--- src/design/smsf_pkg.sv ---
// shared types and constant marker tables for the stop marker stream filter
package smsf_pkg;

   typedef logic [7:0] byte_type;

   localparam int MAX_USER      = 4;
   localparam int FIXED_MARKERS = 6;
   localparam int MK_COUNT      = MAX_USER + FIXED_MARKERS;
   localparam int MAX_MK_LEN    = 13;

   localparam logic [3:0] MK_FIRST_FIXED = 4'd4;
   localparam logic [3:0] MK_THINK_OPEN  = 4'd7;
   localparam logic [3:0] MK_THINK_CLOSE = 4'd8;
   localparam logic [3:0] MK_LAST        = 4'd9;

   localparam logic [3:0] LEN_THINK_OPEN  = 4'd7;
   localparam logic [3:0] LEN_THINK_CLOSE = 4'd8;

   // csr register indexes
   localparam logic [2:0] CSR_THINK   = 3'd0;
   localparam logic [2:0] CSR_MARK0   = 3'd1;
   localparam logic [2:0] CSR_MARK3   = 3'd4;
   localparam logic [2:0] CSR_LENGTHS = 3'd5;

   // request kinds
   localparam logic REQ_TEXT  = 1'b0;
   localparam logic REQ_FLUSH = 1'b1;

   localparam byte_type REPL_SEQ [3] = '{8'hEF, 8'hBF, 8'hBD};

   localparam byte_type FIXED_TEXT [FIXED_MARKERS][MAX_MK_LEN] = '{
      '{8'h3C, 8'h7C, 8'h69, 8'h6D, 8'h5F, 8'h65, 8'h6E, 8'h64, 8'h7C, 8'h3E,
        8'h00, 8'h00, 8'h00},
      '{8'h3C, 8'h7C, 8'h65, 8'h6E, 8'h64, 8'h6F, 8'h66, 8'h74, 8'h65, 8'h78,
        8'h74, 8'h7C, 8'h3E},
      '{8'h3C, 8'h2F, 8'h73, 8'h3E, 8'h00, 8'h00, 8'h00, 8'h00, 8'h00, 8'h00,
        8'h00, 8'h00, 8'h00},
      '{8'h3C, 8'h74, 8'h68, 8'h69, 8'h6E, 8'h6B, 8'h3E, 8'h00, 8'h00, 8'h00,
        8'h00, 8'h00, 8'h00},
      '{8'h3C, 8'h2F, 8'h74, 8'h68, 8'h69, 8'h6E, 8'h6B, 8'h3E, 8'h00, 8'h00,
        8'h00, 8'h00, 8'h00},
      '{8'hEF, 8'hBF, 8'hBD, 8'h00, 8'h00, 8'h00, 8'h00, 8'h00, 8'h00, 8'h00,
        8'h00, 8'h00, 8'h00}
   };

   localparam logic [3:0] FIXED_LEN [FIXED_MARKERS] =
      '{4'd10, 4'd13, 4'd4, 4'd7, 4'd8, 4'd3};

   // one request to the output stage
   typedef struct packed {
      logic     push;
      logic     fin;
      logic     hit;
      byte_type data;
   } emit_type;

endpackage

--- src/design/stop_marker_stream_filter.sv ---
// top level: hold buffer, sequencer and csr bank of the stop marker stream filter
//
// usage
//   req channel: one transfer per text byte (tuser 0) or flush (tuser 1), tdata = byte
//   rsp channel: one transfer per released byte; tuser[0] has_byte, tuser[1] stop_hit,
//     tlast on the final transfer of each request; a request that releases nothing
//     gives one transfer with has_byte 0
//   csr port: write-only, index 0 think enable, 1..4 user markers, 5 marker lengths
// timing
//   one request at a time; req_tready is high only while the sequencer is idle
//   a text byte first checks the last three held bytes for the replacement
//   character, then runs the release loop: each pass steps through every marker
//   one at a time in the shared compare unit and then decides to release or drop
//   one byte, strip a think marker or finish; a flush releases or drops its held
//   bytes, then finishes; the compare unit is shared by all ten markers
// reset
//   synchronous, clears the sequencer, held count, think and stop flags and csrs
// stall
//   a stalled rsp side holds the output register; the sequencer waits on it
module stop_marker_stream_filter #(
   parameter int USER_MARKERS      = 4,
   parameter int USER_MARKER_BYTES = 8,
   parameter int HOLD_DEPTH        = 16
) (
   input  logic        clock,
   input  logic        reset,
   input  logic        req_tvalid,
   output logic        req_tready,
   input  logic [7:0]  req_tdata,   // data_byte
   input  logic [0:0]  req_tuser,   // req_type
   output logic        rsp_tvalid,
   input  logic        rsp_tready,
   output logic [7:0]  rsp_tdata,   // out_byte
   output logic [1:0]  rsp_tuser,   // has_byte, stop_hit
   output logic        rsp_tlast,   // last
   input  logic        csr_wr_en,
   input  logic [2:0]  csr_index,
   input  logic [63:0] csr_wdata
);
   import smsf_pkg::*;

   localparam int CW = $clog2(HOLD_DEPTH+1);
   localparam int AW = $clog2(HOLD_DEPTH);
   localparam int MW = USER_MARKER_BYTES*8;

   localparam logic [2:0] ST_IDLE   = 3'd0;
   localparam logic [2:0] ST_REPL   = 3'd1;
   localparam logic [2:0] ST_SCAN   = 3'd2;
   localparam logic [2:0] ST_DECIDE = 3'd3;
   localparam logic [2:0] ST_FLUSH  = 3'd4;
   localparam logic [2:0] ST_FINISH = 3'd5;

   // csr bank
   logic          think_en_ff;
   logic [MW-1:0] umark_ff [MAX_USER];
   logic [15:0]   ulens_ff;

   always_ff @(posedge clock) begin
      if (reset) begin
         think_en_ff <= 1'b0;
         ulens_ff    <= 16'h0;
         for (int k = 0; k < MAX_USER; k++) umark_ff[k] <= '0;
      end else if (csr_wr_en) begin
         if (csr_index == CSR_THINK) think_en_ff <= csr_wdata[0];
         if (csr_index == CSR_LENGTHS) ulens_ff <= csr_wdata[15:0];
         if (csr_index >= CSR_MARK0 && csr_index <= CSR_MARK3 &&
             int'(csr_index - CSR_MARK0) < USER_MARKERS) begin
            umark_ff[2'(csr_index - CSR_MARK0)] <= csr_wdata[MW-1:0];
         end
      end
   end

   // sequencer state
   logic [2:0]    state_ff, state_in;
   logic [CW-1:0] cnt_ff, cnt_in;
   byte_type      held_ff [HOLD_DEPTH];
   byte_type      held_in [HOLD_DEPTH];
   byte_type      shifted [HOLD_DEPTH];
   logic [3:0]    sh;
   logic [3:0]    idx_ff, idx_in;
   logic          in_think_ff, in_think_in;
   logic          stopped_ff, stopped_in;
   logic          repl_ok_ff, repl_ok_in;
   logic          hit_ff, hit_in;
   logic          open_ff, open_in;
   logic          close_ff, close_in;
   logic          wait_ff, wait_in;
   logic          drop_ff, drop_in;
   logic          starts, partial;
   logic          out_ready;
   emit_type      emit;
   logic [AW-1:0] rd_addr;
   logic          think_off;

   assign think_off  = !think_en_ff;
   assign req_tready = (state_ff == ST_IDLE);
   assign rd_addr    = AW'(cnt_ff - CW'(3) + CW'(idx_ff));

   smsf_match #(
      .USER_MARKERS      (USER_MARKERS),
      .USER_MARKER_BYTES (USER_MARKER_BYTES),
      .HOLD_DEPTH        (HOLD_DEPTH)
   ) u_match (
      .held       (held_ff),
      .held_count (cnt_ff),
      .mk_sel     (idx_ff),
      .user_mark  (umark_ff),
      .user_lens  (ulens_ff),
      .starts     (starts),
      .partial    (partial)
   );

   // drop the front sh bytes of the hold buffer
   always_comb begin
      for (int i = 0; i < HOLD_DEPTH; i++) begin
         if (i + int'(sh) < HOLD_DEPTH) shifted[i] = held_ff[AW'(i + int'(sh))];
         else shifted[i] = held_ff[i];
      end
   end

   always_comb begin
      state_in    = state_ff;
      cnt_in      = cnt_ff;
      held_in     = held_ff;
      idx_in      = idx_ff;
      in_think_in = in_think_ff;
      stopped_in  = stopped_ff;
      repl_ok_in  = repl_ok_ff;
      hit_in      = hit_ff;
      open_in     = open_ff;
      close_in    = close_ff;
      wait_in     = wait_ff;
      drop_in     = drop_ff;
      sh          = 4'd1;
      emit        = '0;
      emit.data   = held_ff[0];
      emit.hit    = hit_ff;
      unique case (state_ff)
         ST_IDLE: begin
            hit_in = 1'b0;
            if (req_tvalid) begin
               if (req_tuser[0] == REQ_FLUSH) begin
                  drop_in  = stopped_ff || in_think_ff;
                  state_in = ST_FLUSH;
               end else if (stopped_ff) begin
                  state_in = ST_FINISH;
               end else begin
                  // append, discarding the oldest byte if full
                  if (cnt_ff == CW'(HOLD_DEPTH)) begin
                     held_in = shifted;
                     held_in[HOLD_DEPTH-1] = req_tdata;
                  end else begin
                     held_in[cnt_ff[AW-1:0]] = req_tdata;
                     cnt_in = cnt_ff + CW'(1);
                  end
                  idx_in     = 4'd0;
                  repl_ok_in = 1'b1;
                  state_in   = ST_REPL;
               end
            end
         end
         ST_REPL: begin
            // check the last three held bytes for the replacement character
            if (cnt_ff < CW'(3) || held_ff[rd_addr] != REPL_SEQ[idx_ff[1:0]]) begin
               repl_ok_in = 1'b0;
            end
            idx_in = idx_ff + 4'd1;
            if (idx_ff == 4'd2) begin
               if (repl_ok_in) cnt_in = cnt_ff - CW'(3);
               idx_in   = 4'd0;
               open_in  = 1'b0;
               close_in = 1'b0;
               wait_in  = 1'b0;
               state_in = ST_SCAN;
            end
         end
         ST_SCAN: begin
            if (starts && idx_ff < MK_THINK_OPEN) hit_in = 1'b1;
            if (starts && idx_ff == MK_THINK_OPEN) open_in = 1'b1;
            if (starts && idx_ff == MK_THINK_CLOSE) close_in = 1'b1;
            if (partial && !(!think_off &&
                (idx_ff == MK_THINK_OPEN || idx_ff == MK_THINK_CLOSE))) begin
               wait_in = 1'b1;
            end
            idx_in = idx_ff + 4'd1;
            if (idx_ff == MK_LAST) state_in = ST_DECIDE;
         end
         ST_DECIDE: begin
            idx_in   = 4'd0;
            open_in  = 1'b0;
            close_in = 1'b0;
            wait_in  = 1'b0;
            if (cnt_ff == '0) begin
               state_in = ST_FINISH;
            end else if (hit_ff) begin
               stopped_in = 1'b1;
               cnt_in     = '0;
               state_in   = ST_FINISH;
            end else if (think_off && !in_think_ff && open_ff) begin
               sh          = LEN_THINK_OPEN;
               held_in     = shifted;
               cnt_in      = cnt_ff - CW'(LEN_THINK_OPEN);
               in_think_in = 1'b1;
               state_in    = ST_SCAN;
            end else if (think_off && in_think_ff && close_ff) begin
               sh          = LEN_THINK_CLOSE;
               held_in     = shifted;
               cnt_in      = cnt_ff - CW'(LEN_THINK_CLOSE);
               in_think_in = 1'b0;
               state_in    = ST_SCAN;
            end else if (wait_ff) begin
               state_in = ST_FINISH;
            end else if (in_think_ff || out_ready) begin
               emit.push = !in_think_ff;
               held_in   = shifted;
               cnt_in    = cnt_ff - CW'(1);
               state_in  = ST_SCAN;
            end else begin
               // output stalled: keep the decision flags and retry
               open_in  = open_ff;
               close_in = close_ff;
               wait_in  = wait_ff;
            end
         end
         ST_FLUSH: begin
            if (cnt_ff == '0 || drop_ff) begin
               cnt_in   = '0;
               state_in = ST_FINISH;
            end else if (out_ready) begin
               emit.push = 1'b1;
               held_in   = shifted;
               cnt_in    = cnt_ff - CW'(1);
            end
         end
         ST_FINISH: begin
            if (out_ready) begin
               emit.fin = 1'b1;
               state_in = ST_IDLE;
            end
         end
         default: state_in = ST_IDLE;
      endcase
   end

   always_ff @(posedge clock) begin
      if (reset) begin
         state_ff    <= ST_IDLE;
         cnt_ff      <= '0;
         in_think_ff <= 1'b0;
         stopped_ff  <= 1'b0;
         idx_ff      <= 4'd0;
         hit_ff      <= 1'b0;
         open_ff     <= 1'b0;
         close_ff    <= 1'b0;
         wait_ff     <= 1'b0;
         drop_ff     <= 1'b0;
         repl_ok_ff  <= 1'b0;
      end else begin
         state_ff    <= state_in;
         cnt_ff      <= cnt_in;
         in_think_ff <= in_think_in;
         stopped_ff  <= stopped_in;
         idx_ff      <= idx_in;
         hit_ff      <= hit_in;
         open_ff     <= open_in;
         close_ff    <= close_in;
         wait_ff     <= wait_in;
         drop_ff     <= drop_in;
         repl_ok_ff  <= repl_ok_in;
      end
      held_ff <= held_in;
   end

   smsf_out u_out (
      .clock      (clock),
      .reset      (reset),
      .emit       (emit),
      .ready      (out_ready),
      .rsp_tvalid (rsp_tvalid),
      .rsp_tready (rsp_tready),
      .rsp_tdata  (rsp_tdata),
      .rsp_tuser  (rsp_tuser),
      .rsp_tlast  (rsp_tlast)
   );

endmodule

--- src/design/smsf_match.sv ---
// compare unit: matches the head of the hold buffer against one selected marker
module smsf_match #(
   parameter int USER_MARKERS      = 4,
   parameter int USER_MARKER_BYTES = 8,
   parameter int HOLD_DEPTH        = 16
) (
   input  smsf_pkg::byte_type              held [HOLD_DEPTH],
   input  logic [$clog2(HOLD_DEPTH+1)-1:0] held_count,
   input  logic [3:0]                      mk_sel,
   input  logic [USER_MARKER_BYTES*8-1:0]  user_mark [smsf_pkg::MAX_USER],
   input  logic [15:0]                     user_lens,
   output logic                            starts,
   output logic                            partial
);
   import smsf_pkg::*;

   localparam int CW = $clog2(HOLD_DEPTH+1);

   byte_type   mk_byte [MAX_MK_LEN];
   logic [3:0] mk_len;
   logic [3:0] raw_len;
   logic       len_ok;
   logic       cnt_ok;

   always_comb begin
      raw_len = 4'd0;
      mk_len  = 4'd0;
      for (int i = 0; i < MAX_MK_LEN; i++) begin
         mk_byte[i] = 8'h00;
      end
      if (mk_sel < MK_FIRST_FIXED) begin
         raw_len = user_lens[4*mk_sel[1:0] +: 4];
         if (int'(mk_sel) >= USER_MARKERS) begin
            mk_len = 4'd0;
         end else if (raw_len > 4'(USER_MARKER_BYTES)) begin
            mk_len = 4'(USER_MARKER_BYTES);
         end else begin
            mk_len = raw_len;
         end
         for (int i = 0; i < USER_MARKER_BYTES; i++) begin
            mk_byte[i] = user_mark[mk_sel[1:0]][8*i +: 8];
         end
      end else if (mk_sel <= MK_LAST) begin
         mk_len = FIXED_LEN[3'(mk_sel - MK_FIRST_FIXED)];
         for (int i = 0; i < MAX_MK_LEN; i++) begin
            mk_byte[i] = FIXED_TEXT[3'(mk_sel - MK_FIRST_FIXED)][i];
         end
      end
   end

   // prefix compare over the marker length and over the held count
   always_comb begin
      len_ok = 1'b1;
      cnt_ok = 1'b1;
      for (int i = 0; i < MAX_MK_LEN; i++) begin
         if (held[i] != mk_byte[i]) begin
            if (i < int'(mk_len)) len_ok = 1'b0;
            if (i < int'(held_count)) cnt_ok = 1'b0;
         end
      end
      starts  = (mk_len != 4'd0) && (held_count >= CW'(mk_len)) && len_ok;
      partial = (held_count != '0) && (held_count < CW'(mk_len)) && cnt_ok;
   end

endmodule

--- src/design/smsf_out.sv ---
// output stage: keeps the newest released byte back so the final one carries tlast
module smsf_out (
   input  logic               clock,
   input  logic               reset,
   input  smsf_pkg::emit_type emit,
   output logic               ready,
   output logic               rsp_tvalid,
   input  logic               rsp_tready,
   output logic [7:0]         rsp_tdata,
   output logic [1:0]         rsp_tuser,
   output logic               rsp_tlast
);
   import smsf_pkg::*;

   logic     valid_ff, valid_in;
   logic     pend_v_ff, pend_v_in;
   byte_type pend_ff, pend_in;
   byte_type data_ff, data_in;
   logic     has_ff, has_in;
   logic     hit_ff, hit_in;
   logic     last_ff, last_in;

   assign ready = !valid_ff || rsp_tready;

   always_comb begin
      valid_in  = valid_ff && !rsp_tready;
      pend_v_in = pend_v_ff;
      pend_in   = pend_ff;
      data_in   = data_ff;
      has_in    = has_ff;
      hit_in    = hit_ff;
      last_in   = last_ff;
      if (ready && emit.push) begin
         if (pend_v_ff) begin
            valid_in = 1'b1;
            data_in  = pend_ff;
            has_in   = 1'b1;
            hit_in   = 1'b0;
            last_in  = 1'b0;
         end
         pend_v_in = 1'b1;
         pend_in   = emit.data;
      end else if (ready && emit.fin) begin
         valid_in  = 1'b1;
         data_in   = pend_v_ff ? pend_ff : 8'h00;
         has_in    = pend_v_ff;
         hit_in    = emit.hit;
         last_in   = 1'b1;
         pend_v_in = 1'b0;
      end
   end

   always_ff @(posedge clock) begin
      if (reset) begin
         valid_ff  <= 1'b0;
         pend_v_ff <= 1'b0;
      end else begin
         valid_ff  <= valid_in;
         pend_v_ff <= pend_v_in;
      end
      pend_ff <= pend_in;
      data_ff <= data_in;
      has_ff  <= has_in;
      hit_ff  <= hit_in;
      last_ff <= last_in;
   end

   assign rsp_tvalid = valid_ff;
   assign rsp_tdata  = data_ff;
   assign rsp_tuser  = {hit_ff, has_ff};
   assign rsp_tlast  = last_ff;

endmodule

--- config.mk ---
export PLATFORM = sky130hd
export DESIGN_NAME = stop_marker_stream_filter
export DESIGN_NICKNAME = d
export VERILOG_FILES = /design/src/design/smsf_pkg.sv /design/src/design/stop_marker_stream_filter.sv /design/src/design/smsf_match.sv /design/src/design/smsf_out.sv
export SDC_FILE = /design/constraint.sdc
export NUM_CORES = 1
export LEC_CHECK = 0
export BUFFER_PORTS_ARGS = -buffer_cell sky130_fd_sc_hd__buf_2
export CAP_MARGIN = 0
export CORE_ASPECT_RATIO = 0.8
export CORE_UTILIZATION = 35
export DETAILED_ROUTE_END_ITERATION = 12
export PLACE_DENSITY = 0.52
export SLEW_MARGIN = 15
export SYNTH_ARGS = -nofsm -noshare
export SYNTH_HDL_FRONTEND = slang
export SYNTH_SLANG_ARGS = --single-unit
--- constraint.sdc ---
create_clock -name clock -period 8.05 [get_ports clock]
set_input_delay 1.2075 -clock clock [delete_from_list [all_inputs] [get_ports clock]]
set_output_delay 1.2075 -clock clock [all_outputs]
set_load 0.005 [all_outputs]
=== Word-level counts from Yosys, hierarchy flattened ===
Memory sizes are Yosys's and may differ from the RTL's.
Cells that the tools add are included.

* $add $sub $neg: 25
* $lt $le $gt $ge: 76
* Equal/unequal tests: 49
* Shift-type cells: 1
* Muxes and demuxes: 244
* Bitwise logic cells: 23
* Reductions and logical operators: 60

{| class="wikitable"
|+ Operators by type and width
! kind !! count
|-
| $mux 128 || 12
|-
| $bmux 8 s4 || 17
|-
| $lt 32x6->1 const B || 15
|-
| $mux 8 || 57
|-
| $pmux 128 s3 || 1
|-
| $mux 104 || 3
|-
| $bwmux 256 || 1
|-
| $mux 64 || 4
|-
| $bmux 64 s2 || 1
|-
| $bwmux 128 || 1
|-
| $demux 64 s2 || 1
|-
| $ne 8x8->1 || 14
|-
| $mux 1 || 92
|-
| $ge 4x5->1 const B || 16
|-
| $mux 5 || 14
|-
| $not 4->4 || 16
|-
| $mux 4 || 15
|-
| $add 4x4->5 const A || 8
|-
| $mux 40 || 1
|-
| $mux 3 || 13
|-
| $ne 2x2->1 const B || 17
|-
| $demux 8 s4 || 1
|-
| $lt 4x5->1 const A || 5
|-
| $add 3x4->5 const A || 4
|-
| other kinds (73) || 149
|}

* Register bits: 442
* ROM bits: 864
* Bits of input ports: 81
* Output and inout port bits: 13
* Logic and storage cells: 520
* Memories kept: 2

{| class="wikitable"
|+ Memories
! memory !! words !! width !! rd ports !! clocked after Yosys merged registers in !! write ports !! line !! source
|-
| (no name shown) || 8 || 104 || 1 || 0 || 0 || smsf_match.sv:46 || <nowiki>mk_byte[i] = FIXED_TEXT[3'(mk_sel - MK_FIRST_FIXED)][i];</nowiki>
|-
| (no name shown) || 8 || 4 || 1 || 0 || 0 || smsf_match.sv:44 || <nowiki>mk_len = FIXED_LEN[3'(mk_sel - MK_FIRST_FIXED)];</nowiki>
|}

=== Depth between registers and ports, before layout ===
* Depth after elaboration: 38
* Gate-level depth with buffers: 19
* Gate-level depth less buffers: 16

=== Hierarchy ===
A second synthesis with hierarchy kept.

* Cells, all modules: 3,427
* Area total of the unflattened synthesis: 29,224.3 sq um

{| class="wikitable"
|+ Modules (own cells, without submodules)
! module !! instances !! cells an instance !! area each (sq um) !! seq. area each (sq um)
|-
| stop_marker_stream_filter || 1 || 2,776 || 23,831.6 || 9,709.3
|-
| smsf_match || 1 || 607 || 4,613.2 || 0.0
|-
| smsf_out || 1 || 44 || 779.5 || 610.6
|}

=== Worst setup path after synthesis ===
No wires, ideal clock.

* Path type: register to register
* From: register cnt_ff[2]
* To: register held_ff[29] (netlist name) (data pin)
* Setup time: 0.283 ns
* Arrival: 4.472 ns
* Data required time: 7.767 ns
* Slack: 3.295 ns
* Stages on the path, launching flop included: 18
* Buffers on the path: 9
* Period minus slack after synthesis: 4.755 ns
* Cell sequence: dfxtp_1 -> clkbuf_1 -> nor3_1 -> a21oi_1 -> nand2_1 -> buf_2 -> buf_2 -> buf_1 -> clkbuf_1 -> ha_1 -> clkbuf_1 -> clkbuf_1 -> clkbuf_1 -> buf_1 -> mux2i_1 -> nand2_1 -> o211ai_1 -> a21oi_1

{| class="wikitable"
|+ RTL lines
! item !! line !! source
|-
| start, declared || stop_marker_stream_filter.sv:75 || <nowiki>logic [CW-1:0] cnt_ff, cnt_in;</nowiki>
|-
| start signal, assigned || stop_marker_stream_filter.sv:260 || <nowiki>cnt_ff <= cnt_in;</nowiki>
|-
| end signal, assigned || stop_marker_stream_filter.sv:271 || <nowiki>held_ff <= held_in;</nowiki>
|-
| end, declared || stop_marker_stream_filter.sv:76 || <nowiki>byte_type held_ff [HOLD_DEPTH];</nowiki>
|}

=== Worst setup path after layout ===
* From: register cnt_ff[0]
* To: register cnt_ff[4]

* Longest elaborated chain between the ends: 12
* Elaborated cells on any way between the ends: 38
* Classes of those cells: add/sub (6); order compare (1); eq/ne (6); mux (20); bitwise (1); reduce/logical (4)

{| class="wikitable"
|+ RTL lines
! item !! line !! source
|-
| $sub 5x2->5 || stop_marker_stream_filter.sv:169 || <nowiki>if (repl_ok_in) cnt_in = cnt_ff - CW'(3);</nowiki>
|-
| $add 4x4->4 || stop_marker_stream_filter.sv:97 || <nowiki>assign rd_addr = AW'(cnt_ff - CW'(3) + CW'(idx_ff));</nowiki>
|-
| $not 4->5 (not written as such) || stop_marker_stream_filter.sv:164 || <nowiki>if (cnt_ff < CW'(3) || held_ff[rd_addr] != REPL_SEQ[idx_ff[1:0]]) begin</nowiki>
|-
| $bmux 8 s4 || stop_marker_stream_filter.sv:164 ||
|-
| $mux 8 (not written as such) (2 in a row) || stop_marker_stream_filter.sv:164 ||
|-
| $ne 8x8->1 || stop_marker_stream_filter.sv:164 ||
|-
| $logic_or 1x1->1 || stop_marker_stream_filter.sv:164 ||
|-
| $mux 1 || stop_marker_stream_filter.sv:164 ||
|-
| $mux 1 || stop_marker_stream_filter.sv:138 || <nowiki>unique case (state_ff)</nowiki>
|-
| $ne 2x2->1 (no line) || n/a ||
|-
| $reduce_and 11->1 (no line) || n/a ||
|}

Parallel ways exist; a longest one is shown, timed or not. The select of a mux whose other input is x is not followed.
A chain may end at the register's enable or synchronous reset.

==> metrics <==
status finished clean; maximum vdd drop 0.217 mV; Initial Utilization 0.357; CP delay by family, top adder cells; average wire per standard cell 26.5 um; CP required 8570 ps; Net Count, Synth 3505; All-Layer GR Usage 0.276; largest net degree at the start of global routing 216; critical-path maximum fanout 32; WP depth 12; FF/Latch Area 10300 um2; clock slew at the register clock pins of the worst setup and hold paths 60 ps; clk_lat worst skew 620 ps; CP bufs+invs 1; Layout area overhead 10.4%; hold bufs inserted after CTS 0; setup ws final 2910 ps; worst-path cell chain inv_1, ha_1, fa_2, mux4_2, o22ai_1, o21ai_0, nand3_1, or4b_1, o22ai_1, a41oi_1, a211o_1, a221oi_1; Final nets 3439; fmax 195 MHz; Detail Placement HPWL 80.4 mm; ys async rst share 0; footprint of the multi-input gates 17300 um2; share of cells above drive strength 1 0.127; post-synthesis sequential area ratio 0.357; postcts setup bufs 0; CP most frequent cell o22ai_1; final worst-path cycle share 0.638; Total Die Area 83800 um2; CTS buffer count 51; total core area 81100 um2; Slowest cell on crit path fa_2; crit path launch cnt_ff[0]; most frequent cells in the layout nand2_1, a21oi_1, mux2i_1; DR iter-0 viols 3538; clock skew 20.1 ps; crit path to cnt_ff[4]; Fill cells 8265; CP Launch Type flip-flop; CTS tree yes; Die Wd 323 um; pwr dens 358 nW/um2; Worst path max stage delay 1230 ps; Worst Path Arrival 5660 ps; Crit. End Element flip-flop; Hold Path Class reg -> reg; Root Buffer clkbuf_16; first-pass GRT wire length 171 mm; reg2reg start cnt_ff[0]; die height 259 um; Longest Clk Path Bufs 3; Max Cap Viol 0; # DRC 0; via/cell ratio 6.00; reg2reg path depth 12; Post-DP Area 30100 um2; Cell Rows 93; post-layout util 0.394; clock sinks 442; commonest non-fill, non-tap cell in the layout nand2_1; 1st-pass router iterations 9; Lkg Pwr 11.2 nW; antenna violations before repair 4; CTS resizes 0; DP Worst Slack 3020 ps; port buffer count 93; Syn. warnings 0; average size of a mapped cell 8.53 um2; vias in the first global route 24300; I/O pin count 94; final wirelength 118 mm; Slew @ Worst Pin 1180 ps; minimum clock period 5140 ps; vias 26700; post-synthesis cell type count 93; Mapped Area 28900 um2; Main synth FF type dfxtp_1; RSZ-0062 raised after global routing no; final hold viol count 0; Syn Inst Count 3390; final setup violation count 0; Post-synth EDFFs 147; Max H-tree Level 2; GR Overflow Total 0; final instance area 31900 um2; GPL Wtd Cong 0.996; total negative slack 0 ps; Slew headroom 0.210; RR Endpoint cnt_ff[4]; R2R Setup Slk 2910 ps; Pins Over Slew Limit 0; number of synthesized register bits 442; Final ANT Viol Nets 0; critical path class reg -> reg
## logic make-up (layout without fill, tap and decap cells)
group	after synthesis	in the layout	share of synthesized area
flops	442	442	0.357
other cells	0	4	0
mux	435	435	0.204
fa+ha+maj	34	34	0.0150
xor+xnor	39	39	0.0123
simple gates	1304	1304	0.192
buf+inv	311	283	0.0482
compound gates	825	825	0.171
## worst min-delay path: stages (launching register included)
cell and delay, ps:
dfxtp_1 310, nand2_1 50, a21oi_1 50
## layer usage
layer  up-vias  GRT usage  wire, um
li1      12100          -         -
met1     13000      0.404     52400
met2      1399      0.386     48400
met3       218     0.0763     13400
met4         0     0.0868      3910
met5         -          0         0
## report_power, final
group / internal, W / switching (W) / leakage (nW)
logic: 0.00184 / 0.00331 / 6.59
registers: 0.00285 / 0.000931 / 3.76
clock network: 0.00147 / 0.00102 / 0.868
## synthesized netlist by cell type (11+ instances only)
master	number	area (um2)
buf_1	44	165
o221ai_1	15	131
o211ai_1	39	293
nand4_1	11	68.8
a311oi_1	12	105
o22ai_1	24	150
dfxtp_1	295	5910
a31oi_1	46	288
a21o_1	12	90.1
inv_1	31	116
xnor2_1	24	210
o21ai_0	96	480
a21oi_1	431	2160
xor2_1	13	114
buf_2	44	220
a22oi_1	15	113
a211oi_1	37	278
or3_1	13	81.3
nor2b_1	21	131
and3_1	27	169
nor2_1	133	499
nand2b_1	30	188
nand2_1	894	3360
mux2_2	13	146
clkbuf_1	166	623
nand3_1	60	300
edfxtp_1	147	4410
mux4_2	114	2570
mux2i_1	301	3010
ha_1	33	413
nor3b_1	12	90.1
nor3_1	41	205
a22o_1	11	96.3
## worst min-delay path by stage
stage,start,endpoint,depth (start not counted)
after floorplan,ulens_ff[4],ulens_ff[4],2
after global placement,umark_ff[109],umark_ff[109],2
after detailed placement,umark_ff[0],umark_ff[0],2
after CTS,umark_ff[0],umark_ff[0],2
after global routing,umark_ff[0],umark_ff[0],2
final,umark_ff[78],umark_ff[78],2
## layout make-up
class                      count  share of cell area
antenna                        4            0.000314
sequential                   442               0.324
multi-input combinational   2637               0.543
timing repair buffer         158              0.0306
clock buffer                  72              0.0472
tap                         1092              0.0428
inverter                      34             0.00412
clock inverter                19             0.00831
## registers in the layout, summed over array words and instances (netlist names), 3 cells and up
signal and cells:
umark_ff 256, held_ff 120, ulens_ff 16, emit 8, u_out.pend_ff 8, u_out.rsp_tdata 8
cnt_ff 5, idx_ff 4, state_ff 3
## per-stage QoR
| step | hold WS, ps | total power (W) | std cells |
|---|---|---|---|
| after floorplan | 432 | 0.00662 | 3390 |
| after global placement | 440 | 0.00872 | 4363 |
| after detailed placement | 444 | 0.00871 | 4363 |
| after CTS | 452 | 0.0112 | 4454 |
| after global routing | 469 | 0.0118 | 4456 |
| final | 451 | 0.0114 | 4458 |
Power figures use the tool's default switching activity.
